File: src/tgc_pkg.sv
// Shared types and constants for the tilt gesture classifier.
package tgc_pkg;

  localparam int AccelW = 16;
  localparam int ThrW   = 15;
  localparam int MapW   = 4;
  localparam int ClsW   = 3;
  localparam int CfgIdxW = 2;

  typedef logic [ClsW-1:0] cls_t;

  localparam cls_t CLS_NONE    = 3'd0;
  localparam cls_t CLS_LEFT    = 3'd1;
  localparam cls_t CLS_RIGHT   = 3'd2;
  localparam cls_t CLS_SHAKE   = 3'd3;
  localparam cls_t CLS_UP      = 3'd4;
  localparam cls_t CLS_DOWN    = 3'd5;
  localparam cls_t CLS_FORWARD = 3'd6;
  localparam cls_t CLS_BACK    = 3'd7;

  typedef logic [CfgIdxW-1:0] cfg_idx_t;

  localparam cfg_idx_t CFG_AXIS_MAP  = 2'd0;
  localparam cfg_idx_t CFG_TURN_THR  = 2'd1;
  localparam cfg_idx_t CFG_TILT_THR  = 2'd2;
  localparam cfg_idx_t CFG_SHAKE_THR = 2'd3;

  localparam logic [ThrW-1:0] TURN_THR_RST  = 15'd4000;
  localparam logic [ThrW-1:0] TILT_THR_RST  = 15'd5000;
  localparam logic [ThrW-1:0] SHAKE_THR_RST = 15'd1000;

  // axis_map bits
  localparam int MapInvX = 0;
  localparam int MapInvY = 1;
  localparam int MapSwap = 3;

  // classified word passed from front to back
  typedef struct packed {
    cls_t cls;
    logic ack;
  } item_t;

  // handshake between stages
  typedef struct packed {
    logic  valid;
    item_t item;
  } link_t;

endpackage

File: src/tilt_gesture_classifier.sv
// A word accepted by the front passes through the front register, the queue and the
// result register before it shows on the out_ ports. One word per cycle is taken while
// in_stall is low; the two-entry queue lets front and back stall apart.
// Reset (rst_n low, synchronous) empties the pipeline, clears class history and
// the pending action, and loads the threshold registers with their default values.
module tilt_gesture_classifier (
  input  logic                      clk,
  input  logic                      rst_n,
  input  logic                      cfg_we,
  input  tgc_pkg::cfg_idx_t         cfg_index,
  input  logic [tgc_pkg::ThrW-1:0]  cfg_wdata,
  input  logic                      in_valid,
  output logic                      in_stall,
  input  logic signed [tgc_pkg::AccelW-1:0] in_accel_x,
  input  logic signed [tgc_pkg::AccelW-1:0] in_accel_y,
  input  logic                      in_ack_pending,
  output logic                      out_valid,
  input  logic                      out_stall,
  output tgc_pkg::cls_t             out_sample_class,
  output logic                      out_action_valid,
  output tgc_pkg::cls_t             out_action_code
);
  import tgc_pkg::*;

  link_t fr_link, q_link;
  logic  fr_stall, q_stall;

  tgc_front u_front (
    .clk           (clk),
    .rst_n         (rst_n),
    .cfg_we        (cfg_we),
    .cfg_index     (cfg_index),
    .cfg_wdata     (cfg_wdata),
    .in_valid      (in_valid),
    .in_stall      (in_stall),
    .in_accel_x    (in_accel_x),
    .in_accel_y    (in_accel_y),
    .in_ack_pending(in_ack_pending),
    .fr_out        (fr_link),
    .fr_stall      (fr_stall)
  );

  tgc_queue u_queue (
    .clk       (clk),
    .rst_n     (rst_n),
    .push_in   (fr_link),
    .push_stall(fr_stall),
    .pop_out   (q_link),
    .pop_stall (q_stall)
  );

  tgc_back u_back (
    .clk             (clk),
    .rst_n           (rst_n),
    .bk_in           (q_link),
    .bk_stall        (q_stall),
    .out_valid       (out_valid),
    .out_stall       (out_stall),
    .out_sample_class(out_sample_class),
    .out_action_valid(out_action_valid),
    .out_action_code (out_action_code)
  );

endmodule

File: src/tgc_front.sv
// Front end: configuration registers, axis remap and sample classification.
module tgc_front (
  input  logic                          clk,
  input  logic                          rst_n,
  input  logic                          cfg_we,
  input  tgc_pkg::cfg_idx_t             cfg_index,
  input  logic [tgc_pkg::ThrW-1:0]      cfg_wdata,
  input  logic                          in_valid,
  output logic                          in_stall,
  input  logic signed [tgc_pkg::AccelW-1:0] in_accel_x,
  input  logic signed [tgc_pkg::AccelW-1:0] in_accel_y,
  input  logic                          in_ack_pending,
  output tgc_pkg::link_t                fr_out,
  input  logic                          fr_stall
);
  import tgc_pkg::*;

  logic [MapW-1:0] axis_map_r;
  logic [ThrW-1:0] turn_thr_r, tilt_thr_r, shake_thr_r;

  logic signed [AccelW-1:0] xi, yi, xm, ym;
  logic signed [AccelW:0]   xe, ye, turn_p, turn_n, tilt_p, tilt_n, shake_p, shake_n;
  cls_t  cls;
  logic  accept;
  logic  fr_valid_r;
  item_t fr_item_r;

  always_ff @(posedge clk) begin
    if (!rst_n) begin
      axis_map_r  <= '0;
      turn_thr_r  <= TURN_THR_RST;
      tilt_thr_r  <= TILT_THR_RST;
      shake_thr_r <= SHAKE_THR_RST;
    end else if (cfg_we) begin
      case (cfg_index)
        CFG_AXIS_MAP:  axis_map_r  <= cfg_wdata[MapW-1:0];
        CFG_TURN_THR:  turn_thr_r  <= cfg_wdata;
        CFG_TILT_THR:  tilt_thr_r  <= cfg_wdata;
        CFG_SHAKE_THR: shake_thr_r <= cfg_wdata;
        default: ;
      endcase
    end
  end

  always_comb begin
    // negation wraps in 16 bits, so the most negative value maps to itself
    xi = axis_map_r[MapInvX] ? -in_accel_x : in_accel_x;
    yi = axis_map_r[MapInvY] ? -in_accel_y : in_accel_y;
    xm = axis_map_r[MapSwap] ? yi : xi;
    ym = axis_map_r[MapSwap] ? xi : yi;

    xe = {xm[AccelW-1], xm};
    ye = {ym[AccelW-1], ym};
    turn_p  = $signed({2'b00, turn_thr_r});
    tilt_p  = $signed({2'b00, tilt_thr_r});
    shake_p = $signed({2'b00, shake_thr_r});
    turn_n  = -turn_p;
    tilt_n  = -tilt_p;
    shake_n = -shake_p;

    if (ye > turn_p)                       cls = CLS_LEFT;
    else if (ye < turn_n)                  cls = CLS_RIGHT;
    else if (ye > shake_p || ye < shake_n) cls = CLS_SHAKE;
    else if (xe > tilt_p)                  cls = CLS_UP;
    else if (xe < tilt_n)                  cls = CLS_DOWN;
    else if (xe > shake_p || xe < shake_n) cls = CLS_SHAKE;
    else                                   cls = CLS_NONE;
  end

  assign in_stall = fr_valid_r & fr_stall;
  assign accept   = in_valid & ~in_stall;

  always_ff @(posedge clk) begin
    if (!rst_n) begin
      fr_valid_r <= 1'b0;
    end else if (accept) begin
      fr_valid_r <= 1'b1;
    end else if (!fr_stall) begin
      fr_valid_r <= 1'b0;
    end
  end

  always_ff @(posedge clk) begin
    if (accept) begin
      fr_item_r.cls <= cls;
      fr_item_r.ack <= in_ack_pending;
    end
  end

  assign fr_out.valid = fr_valid_r;
  assign fr_out.item  = fr_item_r;

endmodule

File: src/tgc_queue.sv
// Two-entry queue between the classifier front and the action back end.
module tgc_queue (
  input  logic           clk,
  input  logic           rst_n,
  input  tgc_pkg::link_t push_in,
  output logic           push_stall,
  output tgc_pkg::link_t pop_out,
  input  logic           pop_stall
);
  import tgc_pkg::*;

  item_t      mem [2];
  logic       wr_ptr_r, rd_ptr_r;
  logic [1:0] count_r;
  logic       push, pop;

  assign push_stall = count_r[1];
  assign push = push_in.valid & ~count_r[1];
  assign pop  = (count_r != 2'd0) & ~pop_stall;

  always_ff @(posedge clk) begin
    if (!rst_n) begin
      wr_ptr_r <= 1'b0;
      rd_ptr_r <= 1'b0;
      count_r  <= 2'd0;
    end else begin
      if (push) wr_ptr_r <= ~wr_ptr_r;
      if (pop)  rd_ptr_r <= ~rd_ptr_r;
      case ({push, pop})
        2'b10:   count_r <= count_r + 2'd1;
        2'b01:   count_r <= count_r - 2'd1;
        default: count_r <= count_r;
      endcase
    end
  end

  always_ff @(posedge clk) begin
    if (push) mem[wr_ptr_r] <= push_in.item;
  end

  assign pop_out.valid = (count_r != 2'd0);
  assign pop_out.item  = mem[rd_ptr_r];

endmodule

File: src/tgc_back.sv
// Back end: class history, pending action tracking and result register.
module tgc_back (
  input  logic           clk,
  input  logic           rst_n,
  input  tgc_pkg::link_t bk_in,
  output logic           bk_stall,
  output logic           out_valid,
  input  logic           out_stall,
  output tgc_pkg::cls_t  out_sample_class,
  output logic           out_action_valid,
  output tgc_pkg::cls_t  out_action_code
);
  import tgc_pkg::*;

  cls_t prev_one_r, prev_two_r, pend_code_r;
  logic pend_flag_r;
  cls_t prev_one_nxt, prev_two_nxt, pend_code_nxt;
  logic pend_flag_nxt;
  logic hold;
  logic out_valid_r, act_valid_r;
  cls_t cls_r, act_code_r;
  logic take;
  cls_t cls;

  assign bk_stall = out_valid_r & out_stall;
  assign take     = bk_in.valid & ~bk_stall;
  assign cls      = bk_in.item.cls;

  always_comb begin
    pend_flag_nxt = bk_in.item.ack ? 1'b0 : pend_flag_r;
    pend_code_nxt = bk_in.item.ack ? CLS_NONE : pend_code_r;
    hold = 1'b0;
    if (!pend_flag_nxt) begin
      if (cls != CLS_NONE) begin
        pend_flag_nxt = 1'b1;
        pend_code_nxt = cls;
      end
      // three up (or down) in a row promote to forward (or back) when no action is pending
      if ((cls inside {CLS_UP, CLS_DOWN}) && prev_one_r == cls && prev_two_r == cls) begin
        hold          = 1'b1;
        pend_code_nxt = (cls == CLS_UP) ? CLS_FORWARD : CLS_BACK;
      end
    end
    prev_two_nxt = hold ? CLS_NONE : prev_one_r;
    prev_one_nxt = cls;
  end

  always_ff @(posedge clk) begin
    if (!rst_n) begin
      prev_one_r  <= CLS_NONE;
      prev_two_r  <= CLS_NONE;
      pend_flag_r <= 1'b0;
      pend_code_r <= CLS_NONE;
      out_valid_r <= 1'b0;
    end else begin
      if (take) begin
        prev_one_r  <= prev_one_nxt;
        prev_two_r  <= prev_two_nxt;
        pend_flag_r <= pend_flag_nxt;
        pend_code_r <= pend_code_nxt;
        out_valid_r <= 1'b1;
      end else if (!out_stall) begin
        out_valid_r <= 1'b0;
      end
    end
  end

  always_ff @(posedge clk) begin
    if (take) begin
      cls_r       <= cls;
      act_valid_r <= pend_flag_nxt;
      act_code_r  <= pend_flag_nxt ? pend_code_nxt : CLS_NONE;
    end
  end

  assign out_valid        = out_valid_r;
  assign out_sample_class = cls_r;
  assign out_action_valid = act_valid_r;
  assign out_action_code  = act_code_r;

endmodule

File: config.mk
export PLATFORM = sky130hd
export DESIGN_NAME = tilt_gesture_classifier
export DESIGN_NICKNAME = d
export VERILOG_FILES = /design/src/tgc_pkg.sv /design/src/tilt_gesture_classifier.sv /design/src/tgc_front.sv /design/src/tgc_queue.sv /design/src/tgc_back.sv
export SDC_FILE = /design/constraint.sdc
export NUM_CORES = 1
export LEC_CHECK = 0
export BUFFER_PORTS_ARGS = -buffer_cell sky130_fd_sc_hd__buf_2
export CORE_MARGIN = 2
export CORE_UTILIZATION = 40
export CTS_BUF_LIST = sky130_fd_sc_hd__clkbuf_8
export DETAILED_ROUTE_END_ITERATION = 10
export PLACE_DENSITY = 0.53
export RECOVER_POWER = 100
export SETUP_SLACK_MARGIN = 0.3
export SLEW_MARGIN = 20
export SYNTH_ARGS = -nofsm -noshare
export SYNTH_HDL_FRONTEND = slang
export SYNTH_SLANG_ARGS = --single-unit
File: constraint.sdc
create_clock -name clk -period 10 [get_ports clk]
set_input_delay 1 -clock clk [delete_from_list [all_inputs] [get_ports clk]]
set_output_delay 1 -clock clk [all_outputs]
set_load 0.02 [all_outputs]
Word-level counts from Yosys, hierarchy flattened
Memory sizes are Yosys's and may differ from the RTL's. A register that Yosys moved wholly into a read port is not among the register bits.
Index checks and enable logic that the tools add are counted.
- $add $sub $neg: 7
- magnitude comparators: 8
- eq/ne operators: 11
- multiplexer cells: 29
- bitwise logic cells: 10
- reductions and logical operators: 14
- operators by type and width (operator ; count):
    16-bit by 17-bit less-than comparator with 1-bit output ; 4
    16-bit greater-than comparator ; 4
    16-bit two-way mux ; 4
    15-bit negator with 17-bit output ; 3
    16-bit negator ; 2
    3-bit two-way mux ; 7
    1-bit two-way mux ; 14
    2-bit AND reduction ; 4
    2-bit == test (second input constant) ; 3
    3-bit == test ; 2
    3-bit == test (second input constant) ; 2
    2-bit two-way mux ; 3
    2-bit nonzero test ; 3
    1-bit bitwise AND ; 5
    1-bit inverter ; 5
    2-bit by 1-bit == test with 1-bit output (second input constant) ; 2
    2-bit one-hot mux with 2 select lines ; 1
    3-bit nonzero test ; 1
    3-bit OR reduction ; 1
    2-bit by 1-bit adder with 2-bit output (second input constant) ; 1
    1-bit logical AND ; 2
    2-bit zero test ; 1
    1-bit logical OR ; 2
    2-bit by 1-bit inequality test with 1-bit output (second input constant) ; 1
    other kinds (2) ; 2
- flip-flop bits (word level): 76
- memory bits (writable): 8
- input port bits: 55
- output and inout bits: 9
- logic and storage cells: 99
- memories kept: 1
- memory list (name ; depth ; width ; rd ports ; clocked after memory_dff ; write ports ; line ; source):
    u_queue.mem ; 2 ; 4 ; 1 ; 1 ; 1 ; tgc_queue.sv:12 ; item_t mem [2];

Logic depth before layout (Yosys ltp)
- depth in word-level cells: 10
- depth in mapped cells: 17
- gate-level depth less buffers: 17

Cells and area by module
Synthesis repeated with hierarchy kept, for this count alone.
- cells, all modules: 902
- area, all modules: 7749.9 µm²
- by module, submodules not included (module ; times used ; cells an instance ; area each (µm²) ; sequential area each (µm²)):
    tgc_front ; 1 ; 793 ; 6468.7 ; 1101.1
    tgc_back ; 1 ; 72 ; 772.0 ; 430.4
    tgc_queue ; 1 ; 37 ; 509.2 ; 340.3

Worst setup path before layout
OpenSTA, ideal clock, no wires.
- path type: input to register
- start point: in in_accel_x[9] in the netlist's numbering
- end point: reg u_front.fr_item_r (netlist bit u_front.fr_out[3]) (data pin)
- setup time: 255 ps
- arrival: 3883 ps
- data required time: 9745 ps
- path slack: 5862 ps
- cell stages on the path: 13
- buffers on the path: 0
- cell sequence: or4_4 > or3_4 > o21ai_0 > xor2_1 > mux2i_1 > ha_1 > nand2_1 > nor4_1 > a22o_1 > a2111oi_0 > o311ai_1 > nor2_1 > and3_1
- cells in the longest elaborated chain, start to end: 6
- elaborated cells on any way between the ends: 14
- those cells by class: 1 x add/sub; 6 x order compare; 5 x mux; 2 x reduce/logical
- RTL lines (item ; line ; source):
    start: declaration ; tilt_gesture_classifier.sv:14 ; input logic signed [tgc_pkg::AccelW-1:0] in_accel_x,
    16-bit negator ; tgc_front.sv:47 ; xi = axis_map_r[MapInvX] ? -in_accel_x : in_accel_x;
    16-bit two-way mux (*) ; tgc_front.sv:47 ;
    16-bit two-way mux, on equally long branches ; tgc_front.sv:49, tgc_front.sv:50 ;
    16-bit by 17-bit less-than comparator with 1-bit output, or another cell as far along ; tgc_front.sv:65 ; else if (xe < tilt_n) cls = CLS_DOWN;
    3-bit two-way mux / 1-bit logical OR (equally long branches) ; tgc_front.sv:65, tgc_front.sv:63 ;
    3-bit two-way mux / 3-bit OR reduction (equally long branches) ; n/a ;
    end: declaration ; tgc_front.sv:26 ; item_t fr_item_r;
Every way passes the cells marked *; elsewhere a longest branch is shown, timed or not.
A chain may end at the register's enable or synchronous reset.

Worst setup path in the final report
- start point: in in_accel_x[3] in the netlist's numbering
- end point: reg u_front.fr_item_r (netlist bit u_front.fr_out[2]) (data pin)
- cells in the longest elaborated chain, start to end: 10
- elaborated cells on any way between the ends: 19
- those cells by class: 1 x add/sub; 8 x order compare; 8 x mux; 2 x reduce/logical
- RTL lines (item ; line ; source):
    16-bit negator ; tgc_front.sv:47 ;
    16-bit two-way mux (*) ; tgc_front.sv:47 ;
    16-bit two-way mux ; tgc_front.sv:49 ; xm = axis_map_r[MapSwap] ? yi : xi;
    16-bit by 17-bit less-than comparator with 1-bit output / 16-bit greater-than comparator (equally long branches) ; tgc_front.sv:66 ; else if (xe > shake_p || xe < shake_n) cls = CLS_SHAKE;
    1-bit logical OR ; tgc_front.sv:66 ;
    2-bit two-way mux ; tgc_front.sv:66 ;
    3-bit two-way mux ; tgc_front.sv:65 ;
    3-bit two-way mux ; tgc_front.sv:64 ; else if (xe > tilt_p) cls = CLS_UP;
    2-bit two-way mux ; tgc_front.sv:63 ; else if (ye > shake_p || ye < shake_n) cls = CLS_SHAKE;
    2-bit two-way mux ; tgc_front.sv:62 ; else if (ye < turn_n) cls = CLS_RIGHT;
Marked as above.

==> key figures <==
Logic synthesis
  – Mapped Nets: 1,096
  – Ranking of synthesized cells by area: ha_1 (21%), dfxtp_1 (17%), edfxtp_1 (7.5%)
  – Synth Register Bits: 84
  – Number of synthesized flops with an enable pin: 19
  – Simple-Gate Fraction of Synth Area: between 10% and 20%
  – Synth Area in XOR/XNOR: 7.78%
  – Dominant cell type by area after synthesis: ha_1
  – Synth async-reset ratio: 0%
  – Largest family of logic cells by synthesized area: adder cells
  – Sequential-to-total area share from yosys stat: 24.5%
  – Mux share of post-synthesis cell area: 5.72%
  – Synth Warn #: 0
  – Post-synth design cell area: 7640 µm²
  – Compound-Gate Fraction of Synth Area: ~17%
  – Top cell type's share of synthesized area: 21.3%
  – Average size of a mapped cell: 8.38 µm²
  – Synthesized instance count: between 900 and 1,000
  – Area share of fa/ha/maj cells after synthesis: about a fifth
  – Post-synthesis cell type count: 56
  – Synth Flop Type: dfxtp_1

Drt
  – Total Wirelength: about 21,000 µm
  – First-pass DRT Iterations: 4
  – ANT nets after route: 0
  – Vias post-DR: around 6,500
  – Wire per inst: 17.1 µm
  – DRC viols: 0
  – Drt first-iter violations: between 300 and 400
  – Via density: around 5.4

Clock tree
  – Number of hold buffers added after cts: 0
  – CTS Buf Count: 9
  – CTS tree: built
  – Setup repair bufs after CTS: 0
  – # H-tree levels: 3
  – Post-cts sizing count: 0
  – CTS sink count: 84
  – Max clock buf depth: 2
  – CTS clk-pin slew, worst paths: roughly 0.090 ns
  – Worst-Skew Late Latency: about 0.37 ns
  – Clk root buf: clkbuf_8

Global route
  – GRT Total Usage: 20.6%
  – Vias in the first global route: just under 6,000
  – GRT overflow: 0
  – First-pass GRT wire length: around 32,000 µm
  – Initial antenna violation count: 0
  – Pin count of the biggest net entering global routing: between 60 and 70

Floorplan
  – Die height: roughly 140 µm
  – Core area: between 15,000 and 20,000 µm²
  – Site Rows: 50
  – Die area: 20,200 µm²
  – Horiz. Die Dim: between 100 and 150 µm
  – Starting Density: between 40% and 50%
  – I/O pins: 64

Worst setup path
  – WP data arrival: between 4 and 5 ns
  – CP Cell Sequence: clkbuf_1 > nor4_1 > nand3b_1 > o41ai_1 > xor2_1 > mux2i_1 > ha_1 > a21oi_1 > nor2_1 > a211o_1 > a21oi_1 > o21ai_0 > and2_0 > nand3_1 > a21boi_0
  – CP Launch Point: in_accel_x[3]
  – R2R Setup Slk: approximately 6.1 ns
  – WS Path Type: input port to register
  – CP Capture Type: register
  – Data required time of the worst path: roughly 10 ns
  – R2R Path Start: u_front.tilt_thr_r[2]$_SDFFE_PN0P_
  – Critical Path End: u_front.fr_out[2]$_SDFFCE_PP0P_
  – Most used cell, CP: a21oi_1
  – R2R Path End: u_front.fr_out[2]$_SDFFCE_PP0P_
  – Worst R2R Path Depth: 17
  – Slowest CP cell: nor4_1
  – CP peak stage delay: roughly 0.67 ns
  – Worst-path fanout max: 4
  – Crit path launch type: input port

Timing
  – Final period util: a little under half
  – Final setup vio count: 0
  – Period minus WS final: 4.54 ns
  – Final Hold Viols: 0
  – RSZ-0062 raised after global routing: no
  – FMAX: roughly 0.22 GHz
  – Slew HR: -70.1%
  – Slew Viols, Final: 66
  – Setup TNS: 0 ns
  – Clk_skew: between 0.01 and 0.015 ns
  – Worst slew pin tran: approximately 2.6 ns

Place
  – Port Buffers: 63
  – Placer congestion estimate: between 0.8 and 0.9
  – DP Wirelength: 17,300 µm
  – Placed Cells: between 1,000 and 1,500

Run status
  – Status: finished, violations left
  – Failing checks: capacitance limit, slew limit

Layout
  – # fillers: between 1,500 and 2,000
  – Share of layout cells above drive strength 1: 8.45%
  – Count of non-filler cells in the finished layout: ~1,200
  – Nets: ~1,200
  – Area grow syn2layout: 9.27%
  – Diodes inserted: 0

Power
  – Switching Fraction: 38.9%
  – Share of total power in the clock network: between 20% and 30%
  – Power Density: 131 nW/µm²
  – Part of the power in combinational logic: a little under two fifths
  – Max VDD drop: slightly above 0.00006 V
  – Sw power: 425 µW
  – Leakage power: around 3.4 nW
  – Reg power frac: 40.6%
  – Cell Int Power: between 600 and 700 µW

Min path
  – Hold Startpoint: u_front.fr_out[1]$_SDFFCE_PP1P_
  – Tightest Hold Check Type: register to register

Flow run
  – Max-cap violations: 1
==> cell usage after synthesis (all sizes together), types with 3 or more instances <==
cell / count
clkbuf: 20
o211a: 6
nor3: 23
xor2: 28
a21o: 7
inv: 65
a2111oi: 4
a21oi: 41
or3: 5
a32oi: 3
xnor2: 39
nand2b: 15
or2: 3
a211oi: 7
o41ai: 6
nor4: 11
nand3: 25
nand4: 23
o21ai: 34
ha: 130
nor2b: 16
nand3b: 3
nor2: 37
o31ai: 7
and2: 6
mux2i: 41
a21boi: 33
o2111ai: 6
or4: 3
edfxtp: 19
nand2: 134
buf: 4
o211ai: 24
dfxtp: 65
and3: 3
==> worst max-delay path, delay by kind of cell <==
family | cells | cell delay, ns
simple gates | 5 | 1.33
compound gates | 6 | 1.21
mux | 1 | 0.52
fa+ha+maj | 1 | 0.36
xor+xnor | 1 | 0.13
buf+inv | 1 | 0.11
==> layout by cell type, fill, tap and decap left out, drive strengths merged, types with 3 or more instances in the layout <==
cell,instances
nand2,134
ha,130
inv,70
dfxtp,65
buf,54
a21oi,41
mux2i,41
xnor2,39
nor2,37
o21ai,34
a21boi,33
xor2,28
nand3,25
o211ai,24
nand4,23
nor3,23
clkbuf,22
edfxtp,19
nor2b,16
nand2b,15
nor4,11
o31ai,7
a211oi,7
a21o,7
o211a,6
o2111ai,6
o41ai,6
and2,6
or3,5
a2111oi,4
nand3b,3
a32oi,3
and3,3
or4,3
or2,3
==> kinds of logic (layout without fill, tap and decap cells) <==
logic type	after synthesis	after routing
buf+inv	89	148
mux	43	43
xor+xnor	67	67
compound gates	188	188
simple gates	310	310
fa+ha+maj	130	130
flops	84	84
==> metal layers <==
| metal | global-route usage, % | wire length [µm] | part of all wire, % |
|---|---|---|---|
| met1 | 29.8 | 10500 | 51 |
| met2 | 33.8 | 9510 | 46 |
| met3 | 2.76 | 550 | 2.7 |
| met4 | 2.05 | 67 | 0.33 |
| met5 | 0 | 0 | 0 |
==> worst min path at each step <==
stage | cells past startpoint | end
after floorplan | 0 | u_queue.mem[0][0]$_DFFE_PP_
after global placement | 0 | u_queue.mem[0][1]$_DFFE_PP_
after detailed placement | 0 | u_queue.mem[0][1]$_DFFE_PP_
after CTS | 0 | u_queue.mem[1][1]$_DFFE_PP_
after global routing | 0 | u_queue.mem[1][0]$_DFFE_PP_
final | 0 | u_queue.mem[1][1]$_DFFE_PP_
==> metrics by stage <==
step | power, mW | util (%) | hold slack, ns | setup slack [ns] | instance area [µm²]
5_1_grt | 1.17 | 44.6 | 0.465 | 5.13 | 8350
2_1_floorplan | 0.744 | - | 0.421 | 5.86 | 7640
4_1_cts | 1.11 | 44.7 | 0.457 | 5.49 | 8370
3_3_place_gp | 0.869 | 43.8 | 0.429 | 5.13 | 8190
6_report | 1.09 | 44.6 | 0.455 | 5.46 | 8350
3_5_place_dp | 0.870 | 43.8 | 0.434 | 5.10 | 8190
==> sequential cells by signal (all words and copies together), names as in the netlist, named ones only <==
register and flops:
u_front.tilt_thr_r 15, u_front.shake_thr_r 15, u_front.fr_valid_r 1, u_back.pend_code_r 3, u_back.prev_one_r 3, u_back.out_action_code 3, u_queue.mem 8, u_back.out_action_valid 1
u_front.turn_thr_r 15, u_queue.wr_ptr_r 1, u_queue.rd_ptr_r 1, u_back.out_sample_class 3, u_front.axis_map_r 3, u_back.out_valid 1, u_back.pend_flag_r 1, u_queue.count_r 2
u_front.fr_out 4, u_back.prev_two_r 3
==> area by class of cell <==
cell class	instances	area [µm²]	share of cell area, %
tap	234	293	3.51
sequential	84	1870	22.4
inverter	65	244	2.92
timing repair buffer	67	327	3.91
clock inverter	7	55.1	0.660
clock buffer	9	124	1.48
multi-input combinational	738	5430	65.1
==> power groups by stage <==
stage / logic [mW] / clock network (mW) / registers (mW)
final: 0.414 / 0.234 / 0.443
after global routing: 0.466 / 0.254 / 0.450
after detailed placement: 0.419 / 0 / 0.451
after global placement: 0.418 / 0 / 0.451
after floorplan: 0.289 / 0 / 0.456
after CTS: 0.421 / 0.242 / 0.443
(Power assumes the default switching activity.)
